[config.mk]
export PLATFORM = sky130hd
export DESIGN_NAME = grid_line_rasterizer
export DESIGN_NICKNAME = d
export VERILOG_FILES = /design/src/rtl/glr_pkg.sv /design/src/rtl/glr_ctrl.sv /design/src/rtl/glr_dpath.sv /design/src/rtl/grid_line_rasterizer.sv
export SDC_FILE = /design/constraint.sdc
export NUM_CORES = 1
export LEC_CHECK = 0
export ABC_AREA = 1
export ABC_CLOCK_PERIOD_IN_PS = 6100
export BUFFER_PORTS_ARGS = -buffer_cell sky130_fd_sc_hd__buf_4
export CAP_MARGIN = 15
export CORE_AREA = 10 10 154 185
export DETAILED_ROUTE_END_ITERATION = 7
export DIE_AREA = 0 0 164 195
export GPL_TIMING_DRIVEN = 0
export PLACE_DENSITY_LB_ADDON = 0.25
export SYNTH_ARGS = -nofsm -noshare
export SYNTH_HDL_FRONTEND = slang
export SYNTH_SLANG_ARGS = --single-unit
[constraint.sdc]
create_clock -name i_clk -period 6.1 [get_ports i_clk]
set_input_delay 0.305 -clock i_clk [delete_from_list [all_inputs] [get_ports i_clk]]
set_output_delay 0.305 -clock i_clk [all_outputs]
set_load 0.1 [all_outputs]
[src/rtl/glr_pkg.sv]
// Shared widths, register indexes and control types for the grid line rasterizer.
`default_nettype none

package glr_pkg;

    // Coordinate and register widths.
    localparam int CW     = 14;
    localparam int RW     = 13;
    localparam int SPAN_W = 6;
    localparam int ERR_W  = SPAN_W + 2;

    // Longest major-axis span that is stepped, and the grid size limit.
    localparam int MAX_SPAN = 63;
    localparam int MAP_DIM  = 4096;
    localparam logic [RW-1:0] MAP_DIM_R = RW'(MAP_DIM);

    // Stream and configuration port widths.
    localparam int IN_TDATA_W  = 4 * CW;
    localparam int OUT_TDATA_W = 32;
    localparam int CFG_IDX_W   = 2;

    // Configuration register indexes.
    localparam logic [CFG_IDX_W-1:0] REG_MAP_ROWS = 2'd0;
    localparam logic [CFG_IDX_W-1:0] REG_MAP_COLS = 2'd1;

    // Commands from the controller to the datapath.
    typedef struct packed {
        logic load;
        logic swap;
        logic order;
        logic step;
    } t_cmd;

    // Status from the datapath to the controller.
    typedef struct packed {
        logic out_free;
        logic last_cell;
    } t_status;

    // Magnitude of a signed difference.
    function automatic logic [CW:0] abs_diff(input logic signed [CW:0] v);
        abs_diff = v[CW] ? (CW+1)'(-v) : v;
    endfunction

endpackage

`default_nettype wire

[src/rtl/glr_ctrl.sv]
// Controller state machine that sequences setup and cell stepping for one segment.
`default_nettype none

module glr_ctrl (
    input  wire logic            i_clk,
    input  wire logic            i_rst_n,
    input  wire logic            i_s_tvalid,
    output logic                 o_s_tready,
    input  glr_pkg::t_status     i_status,
    output glr_pkg::t_cmd        o_cmd
);
    import glr_pkg::*;

    localparam logic [1:0] ST_IDLE  = 2'd0;
    localparam logic [1:0] ST_SWAP  = 2'd1;
    localparam logic [1:0] ST_ORDER = 2'd2;
    localparam logic [1:0] ST_RUN   = 2'd3;

    logic [1:0] r_state;
    logic [1:0] n_state;

    assign o_s_tready = (r_state == ST_IDLE);

    // Next state and command decode.
    always_comb begin
        n_state = r_state;
        o_cmd   = '0;
        case (r_state)
            ST_IDLE: begin
                if (i_s_tvalid) begin
                    o_cmd.load = 1'b1;
                    n_state    = ST_SWAP;
                end
            end
            ST_SWAP: begin
                o_cmd.swap = 1'b1;
                n_state    = ST_ORDER;
            end
            ST_ORDER: begin
                o_cmd.order = 1'b1;
                n_state     = ST_RUN;
            end
            ST_RUN: begin
                if (i_status.out_free) begin
                    o_cmd.step = 1'b1;
                    if (i_status.last_cell) begin
                        n_state = ST_IDLE;
                    end
                end
            end
            default: begin
                n_state = ST_IDLE;
            end
        endcase
    end

    // State register.
    always_ff @(posedge i_clk) begin
        if (!i_rst_n) begin
            r_state <= ST_IDLE;
        end else begin
            r_state <= n_state;
        end
    end

endmodule

`default_nettype wire

[src/rtl/glr_dpath.sv]
// Datapath: endpoint registers, Bresenham stepping, map bounds check and output register.
`default_nettype none

module glr_dpath (
    input  wire logic                                i_clk,
    input  wire logic                                i_rst_n,
    input  glr_pkg::t_cmd                            i_cmd,
    output glr_pkg::t_status                         o_status,
    input  wire logic [glr_pkg::IN_TDATA_W-1:0]      i_s_tdata,
    input  wire logic                                i_cfg_valid,
    input  wire logic [glr_pkg::CFG_IDX_W-1:0]       i_cfg_index,
    input  wire logic [glr_pkg::RW-1:0]              i_cfg_data,
    output logic                                     o_m_tvalid,
    input  wire logic                                i_m_tready,
    output logic [glr_pkg::OUT_TDATA_W-1:0]          o_m_tdata,
    output logic                                     o_m_tlast,
    output logic                                     o_m_tuser
);
    import glr_pkg::*;

    // Configuration registers.
    logic [RW-1:0] r_map_rows;
    logic [RW-1:0] r_map_cols;
    logic [RW-1:0] rows_eff;
    logic [RW-1:0] cols_eff;

    // Endpoints, major axis in a, minor axis in b.
    logic signed [CW-1:0] r_a0, r_b0, r_a1, r_b1;
    logic                 r_steep;

    // Stepping state.
    logic signed [CW-1:0]    r_x, r_y;
    logic [SPAN_W-1:0]       r_dx, r_dy, r_cnt;
    logic signed [ERR_W-1:0] r_err;
    logic                    r_up;
    logic                    r_too_long;

    // Output register.
    logic                 r_m_valid;
    logic signed [CW-1:0] r_out_row, r_out_col;
    logic                 r_out_in_map, r_out_last, r_out_too_long;

    // Swap step: pick the major axis.
    logic signed [CW:0] da, db;
    logic               steep;

    // Order step: orient along the major axis.
    logic signed [CW:0] d_maj, d_min;
    logic               flip;
    logic [CW:0]        dx_full, dy_full;
    logic               up;

    // Step: current cell and error update.
    logic signed [CW-1:0]    cur_row, cur_col;
    logic                    in_map;
    logic signed [ERR_W-1:0] err_dec;

    assign rows_eff = (r_map_rows > MAP_DIM_R) ? MAP_DIM_R : r_map_rows;
    assign cols_eff = (r_map_cols > MAP_DIM_R) ? MAP_DIM_R : r_map_cols;

    assign da    = (CW+1)'(r_a1) - (CW+1)'(r_a0);
    assign db    = (CW+1)'(r_b1) - (CW+1)'(r_b0);
    assign steep = abs_diff(db) > abs_diff(da);

    assign d_maj   = (CW+1)'(r_a1) - (CW+1)'(r_a0);
    assign d_min   = (CW+1)'(r_b1) - (CW+1)'(r_b0);
    assign flip    = d_maj[CW];
    assign dx_full = abs_diff(d_maj);
    assign dy_full = abs_diff(d_min);
    assign up      = flip ? d_min[CW] : (!d_min[CW] && (d_min != '0));

    assign cur_row = r_steep ? r_y : r_x;
    assign cur_col = r_steep ? r_x : r_y;
    assign in_map  = !cur_row[CW-1] && (cur_row[RW-1:0] < rows_eff)
                  && !cur_col[CW-1] && (cur_col[RW-1:0] < cols_eff);
    assign err_dec = r_err - ERR_W'(r_dy);

    assign o_status.out_free  = !r_m_valid || i_m_tready;
    assign o_status.last_cell = r_too_long || (r_cnt == r_dx);

    // Configuration writes; indexes beyond the list are dropped.
    always_ff @(posedge i_clk) begin
        if (!i_rst_n) begin
            r_map_rows <= MAP_DIM_R;
            r_map_cols <= MAP_DIM_R;
        end else if (i_cfg_valid) begin
            case (i_cfg_index)
                REG_MAP_ROWS: r_map_rows <= i_cfg_data;
                REG_MAP_COLS: r_map_cols <= i_cfg_data;
                default: begin
                end
            endcase
        end
    end

    // Endpoint capture and axis swap.
    always_ff @(posedge i_clk) begin
        if (i_cmd.load) begin
            r_a0 <= i_s_tdata[CW-1:0];
            r_b0 <= i_s_tdata[2*CW-1:CW];
            r_a1 <= i_s_tdata[3*CW-1:2*CW];
            r_b1 <= i_s_tdata[4*CW-1:3*CW];
        end else if (i_cmd.swap) begin
            r_steep <= steep;
            if (steep) begin
                r_a0 <= r_b0;
                r_b0 <= r_a0;
                r_a1 <= r_b1;
                r_b1 <= r_a1;
            end
        end
    end

    // Stepping registers: set up from the ordered endpoints, then advance one cell.
    always_ff @(posedge i_clk) begin
        if (i_cmd.order) begin
            r_x        <= flip ? r_a1 : r_a0;
            r_y        <= flip ? r_b1 : r_b0;
            r_dx       <= dx_full[SPAN_W-1:0];
            r_dy       <= dy_full[SPAN_W-1:0];
            r_err      <= ERR_W'(dx_full[SPAN_W-1:1]);
            r_up       <= up;
            r_cnt      <= '0;
            r_too_long <= dx_full > (CW+1)'(MAX_SPAN);
        end else if (i_cmd.step) begin
            r_x   <= r_x + CW'(1);
            r_cnt <= r_cnt + SPAN_W'(1);
            if (err_dec[ERR_W-1]) begin
                r_y   <= r_up ? (r_y + CW'(1)) : (r_y - CW'(1));
                r_err <= err_dec + ERR_W'(r_dx);
            end else begin
                r_err <= err_dec;
            end
        end
    end

    // Output payload register.
    always_ff @(posedge i_clk) begin
        if (i_cmd.step) begin
            if (r_too_long) begin
                r_out_row      <= '0;
                r_out_col      <= '0;
                r_out_in_map   <= 1'b0;
                r_out_last     <= 1'b1;
                r_out_too_long <= 1'b1;
            end else begin
                r_out_row      <= cur_row;
                r_out_col      <= cur_col;
                r_out_in_map   <= in_map;
                r_out_last     <= (r_cnt == r_dx);
                r_out_too_long <= 1'b0;
            end
        end
    end

    // Output valid: set on a new cell, cleared once the transfer completes.
    always_ff @(posedge i_clk) begin
        if (!i_rst_n) begin
            r_m_valid <= 1'b0;
        end else if (i_cmd.step) begin
            r_m_valid <= 1'b1;
        end else if (i_m_tready) begin
            r_m_valid <= 1'b0;
        end
    end

    assign o_m_tvalid = r_m_valid;
    assign o_m_tdata  = {(OUT_TDATA_W - 2*CW - 1)'(0), r_out_in_map, r_out_col, r_out_row};
    assign o_m_tlast  = r_out_last;
    assign o_m_tuser  = r_out_too_long;

endmodule

`default_nettype wire

[src/rtl/grid_line_rasterizer.sv]
// After the input transfer the controller runs the swap and order setup steps, then the single
// stepping unit emits one cell per cycle while output back-pressure does not stall it, up to the
// end of the major-axis span; an over-long segment yields a single cell flagged too_long.
// Output back-pressure stalls stepping; the output register lets the next input be taken
// while the final cell still waits.
// Reset (synchronous, active low) idles the controller, empties the output and sets both
// map dimensions to 4096.
`default_nettype none

module grid_line_rasterizer (
    input  wire logic                              i_clk,
    input  wire logic                              i_rst_n,
    // Input segment: start_row[13:0], start_col[27:14], end_row[41:28], end_col[55:42].
    input  wire logic                              i_s_tvalid,
    output logic                                   o_s_tready,
    input  wire logic [glr_pkg::IN_TDATA_W-1:0]    i_s_tdata,
    // Configuration write: index 0 is map_rows, index 1 is map_cols.
    input  wire logic                              i_cfg_valid,
    output logic                                   o_cfg_ready,
    input  wire logic [glr_pkg::CFG_IDX_W-1:0]     i_cfg_index,
    input  wire logic [glr_pkg::RW-1:0]            i_cfg_data,
    // Output cell: cell_row[13:0], cell_col[27:14], in_map[28], zero fill above.
    output logic                                   o_m_tvalid,
    input  wire logic                              i_m_tready,
    output logic [glr_pkg::OUT_TDATA_W-1:0]        o_m_tdata,
    output logic                                   o_m_tlast,
    // Output flags: too_long[0].
    output logic                                   o_m_tuser
);
    import glr_pkg::*;

    t_cmd    cmd;
    t_status status;

    // Configuration writes are taken in any cycle.
    assign o_cfg_ready = 1'b1;

    glr_ctrl u_ctrl (
        .i_clk      (i_clk),
        .i_rst_n    (i_rst_n),
        .i_s_tvalid (i_s_tvalid),
        .o_s_tready (o_s_tready),
        .i_status   (status),
        .o_cmd      (cmd)
    );

    glr_dpath u_dpath (
        .i_clk       (i_clk),
        .i_rst_n     (i_rst_n),
        .i_cmd       (cmd),
        .o_status    (status),
        .i_s_tdata   (i_s_tdata),
        .i_cfg_valid (i_cfg_valid),
        .i_cfg_index (i_cfg_index),
        .i_cfg_data  (i_cfg_data),
        .o_m_tvalid  (o_m_tvalid),
        .i_m_tready  (i_m_tready),
        .o_m_tdata   (o_m_tdata),
        .o_m_tlast   (o_m_tlast),
        .o_m_tuser   (o_m_tuser)
    );

endmodule

`default_nettype wire
==> summary.txt <==
Floorplan
  – Die H: slightly below 200 um
  – Site row count: 64
  – IO Count: between 100 and 150
  – Die area: 0.0320 mm^2
  – Initial Utilization: 0.490
  – Core ar.: 0.0250 mm^2
  – Chip Width: around 160 um

Cells and area
  – Share of cells above drive strength 1: 0.145
  – Nets: about 1900
  – Fin util: 0.566
  – Syn-to-layout area delta: 15.4%
  – Antenna cells: 0
  – Fillers: 2370
  – Non-Filler Instances: between 2000 and 2500

Global routing
  – Initial antenna violation count: 1
  – Tot GR Track Use: 0.226
  – Largest net degree at the start of global routing: 35
  – Gr ovfl total: 0
  – Vias in the first global route: ~11000
  – First-pass GRT wire length: 56.6 mm

Synthesis
  – Syn_area_per_cell: around 7.9 um^2
  – Main synth FF type: edfxtp_1
  – Main combinational cell family by area after synthesis: simple AND/OR/NAND/NOR gates
  – Seq cells post-synth: between 150 and 200
  – Simple-gate share of the synthesized area: 0.241
  – Cells after Synth: 1557
  – Fraction of registers with async set/reset: 0
  – Synth Area in Compound Gates: 0.122
  – Post-Synth XOR/XNOR Area: 0.0277
  – Synth Area in Adders: 0.108
  – Seq/Total Area, Yosys: 0.393
  – Synthesis Warnings: 0
  – Multiplexer share of the synthesized area: 0.0248
  – Synth unique cells: 54
  – Mapped cell area: about 0.012 mm^2
  – EDFF count, synth: between 100 and 150

CTS
  – Root Driver: clkbuf_16
  – # resized after CTS: 0
  – Post CTS Setup Buffer Count: 0
  – Reg clk slew, reported paths: 0.07 ns
  – Longest Clk Path Bufs: 2
  – Clock sink count: about 170
  – Cts hold-fix bufs: 0
  – Clock Latency Late Sink: between 0.4 and 0.5 ns
  – CTS tree: done
  – # H-tree levels: 4
  – CTS buffer count: 17

Status
  – Status: finished, final reports clean

Run
  – MaxCap Viol Count: 0

Worst setup path
  – Setup crit start kind: flop
  – CP delay by family, top: simple AND/OR/NAND/NOR gates
  – Slowest stage delay, CP: about 0.53 ns
  – Critical Path AT: 5.48 ns
  – Critical-path cell with the highest stage delay: nand2_2
  – Critical Path End Type: flop
  – Crit path max fanout: 31
  – Setup CP Type: reg2reg
  – Most used cell, CP: nand2_1
  – Required time of the critical path: 6.24 ns
  – CP bufs+invs: 5

STA
  – Worst-margin pin slew: around 0.95 ns
  – Final hold vios: 0
  – Minimum clock period: between 5 and 6 ns
  – Slew HR: 0.367
  – RSZ-0062 raised after global routing: false
  – Final setup fails: 0
  – Max Clock Skew: between 0.01 and 0.015 ns
  – Max Slew Vio Count: 0
  – Fmax: roughly 190 MHz
  – Fin crit share: 0.875
  – Final hold slack: around 0.087 ns

Placement
  – Port bufs: approximately 110
  – DP HPWL: roughly 30 mm
  – Final Wtd Congestion: 0.960
  – Placed Cells: 1999

Routing
  – Routed vias: 10888
  – Routed WL per cell: 18.1 um
  – DR iter-0 viols: 816
  – Antenna-violating nets left: 0
  – Via-to-Cell Ratio: around 5.4
  – Detailed Route WL: around 37 mm
  – # DRC: 0
  – Drt pass-1 iters: 7

Worst hold path
  – Hold WC Path Type: in2reg
-- through the flow --
| step | worst slack [ns] | instance area [um^2] | TNS (ns) |
|---|---|---|---|
| final | 0.762 | 14100 | 0 |
| after CTS | 0.800 | 14100 | 0 |
| after floorplan | 1.18 | 12200 | 0 |
| after detailed placement | 0.813 | 13500 | 0 |
| after global placement | -0.197 | 13500 | -10.88 |
| after global routing | 0.457 | 14100 | 0 |
-- flip-flops by register name, indices dropped and copies added (netlist names), 8 cells and up --
register            flops
u_dpath.r_x            14
u_dpath.r_out_row      14
u_dpath.r_a1           14
u_dpath.r_b0           14
u_dpath.r_map_rows     13
u_dpath.r_a0           14
u_dpath.r_err           8
u_dpath.r_out_col      14
u_dpath.r_map_cols     13
u_dpath.r_b1           14
u_dpath.r_y            14
-- final timing paths --
path	end	slack, ns	cells after the start	startpoint
max	u_dpath.r_b1[10]	0.76	29	u_dpath.r_a0[0]
min	u_dpath.r_map_cols[5]	0.09	3	i_cfg_data[5]
max reg2reg	u_dpath.r_b1[10]	0.76	29	u_dpath.r_a0[0]
min reg2reg	u_dpath.r_map_rows[0]	0.49	2	u_dpath.r_map_rows[0]
-- routing by layer --
layer | track usage | up-vias | wire [um]
li1 | - | 5447 | -
met1 | 0.257 | 5042 | 14800
met2 | 0.404 | 313 | 18800
met3 | 0.0360 | 84 | 1650
met4 | 0.0998 | 2 | 1460
met5 | 0 | - | 13
-- cell families after synthesis --
| logic type | Yosys count |
|---|---|
| and+or+nand+nor | 687 |
| AOI/OAI and AO/OA | 272 |
| other | 2 |
| muxes | 27 |
| buffers and inverters | 256 |
| DFF | 173 |
| xor gates and xnor gates | 37 |
| adders and majority gates | 103 |
-- cells in the final DEF (no fill, tap or decap), types with 5 or more instances in the layout --
cell	Yosys	routed
inv_2	12	12
mux2_2	27	27
edfxtp_1	135	135
nand2_4	6	6
and2_1	7	7
dfxtp_1	38	38
a21oi_1	119	119
clkbuf_16	0	21
nand3b_1	5	5
nor3_1	17	17
nand3_1	54	54
xor2_1	26	26
clkbuf_1	29	30
buf_2	6	6
xnor2_1	9	9
nor4_1	9	9
nor2_1	175	174
o22ai_1	8	8
ha_1	98	98
nand3_2	5	5
inv_1	196	196
nor2_2	5	5
o21ai_1	4	5
nand2_2	21	22
buf_4	7	115
o21ai_0	95	94
o211ai_1	17	17
fa_1	5	5
nand4_1	19	19
nand2_1	355	354
-- synthesized netlist by cell type (all sizes together) (5+ instances only) --
cell type  number  area share
nand2         382        0.13
inv           208       0.064
nor2          182       0.058
edfxtp        135        0.33
a21oi         123       0.052
o21ai         100       0.041
ha             98        0.10
nand3          59       0.026
dfxtp          38       0.062
clkbuf         29      0.0089
mux2           27       0.025
xor2           27       0.020
nand4          19      0.0097
buf            17      0.0086
nor3           17      0.0069
o211ai         17       0.010
xnor2          10      0.0078
nor4            9      0.0046
o22ai           8      0.0041
and2            7      0.0036
fa              5      0.0082
nand3b          5      0.0031
-- tightest hold or removal path: cells and delay by family --
kind	cells	cell delay [ns]
simple gates	2	0.12
buf+inv	1	0.08
-- layout make-up --
type / instances / area, um^2 / area share
repair buffers: 110 / 851 / 0.0602
clock buffers: 23 / 543 / 0.0384
inverters: 210 / 788 / 0.0558
flip-flops and latches: 173 / 4810 / 0.341
well taps: 330 / 413 / 0.0292
plain buffers: 46 / 214 / 0.0151
clock inverters: 9 / 65.1 / 0.00460
multi-input cells: 1130 / 6440 / 0.456
Power is not shown: default switching activity piles up to over one toggle a cycle in this logic, so the estimate is an artifact.
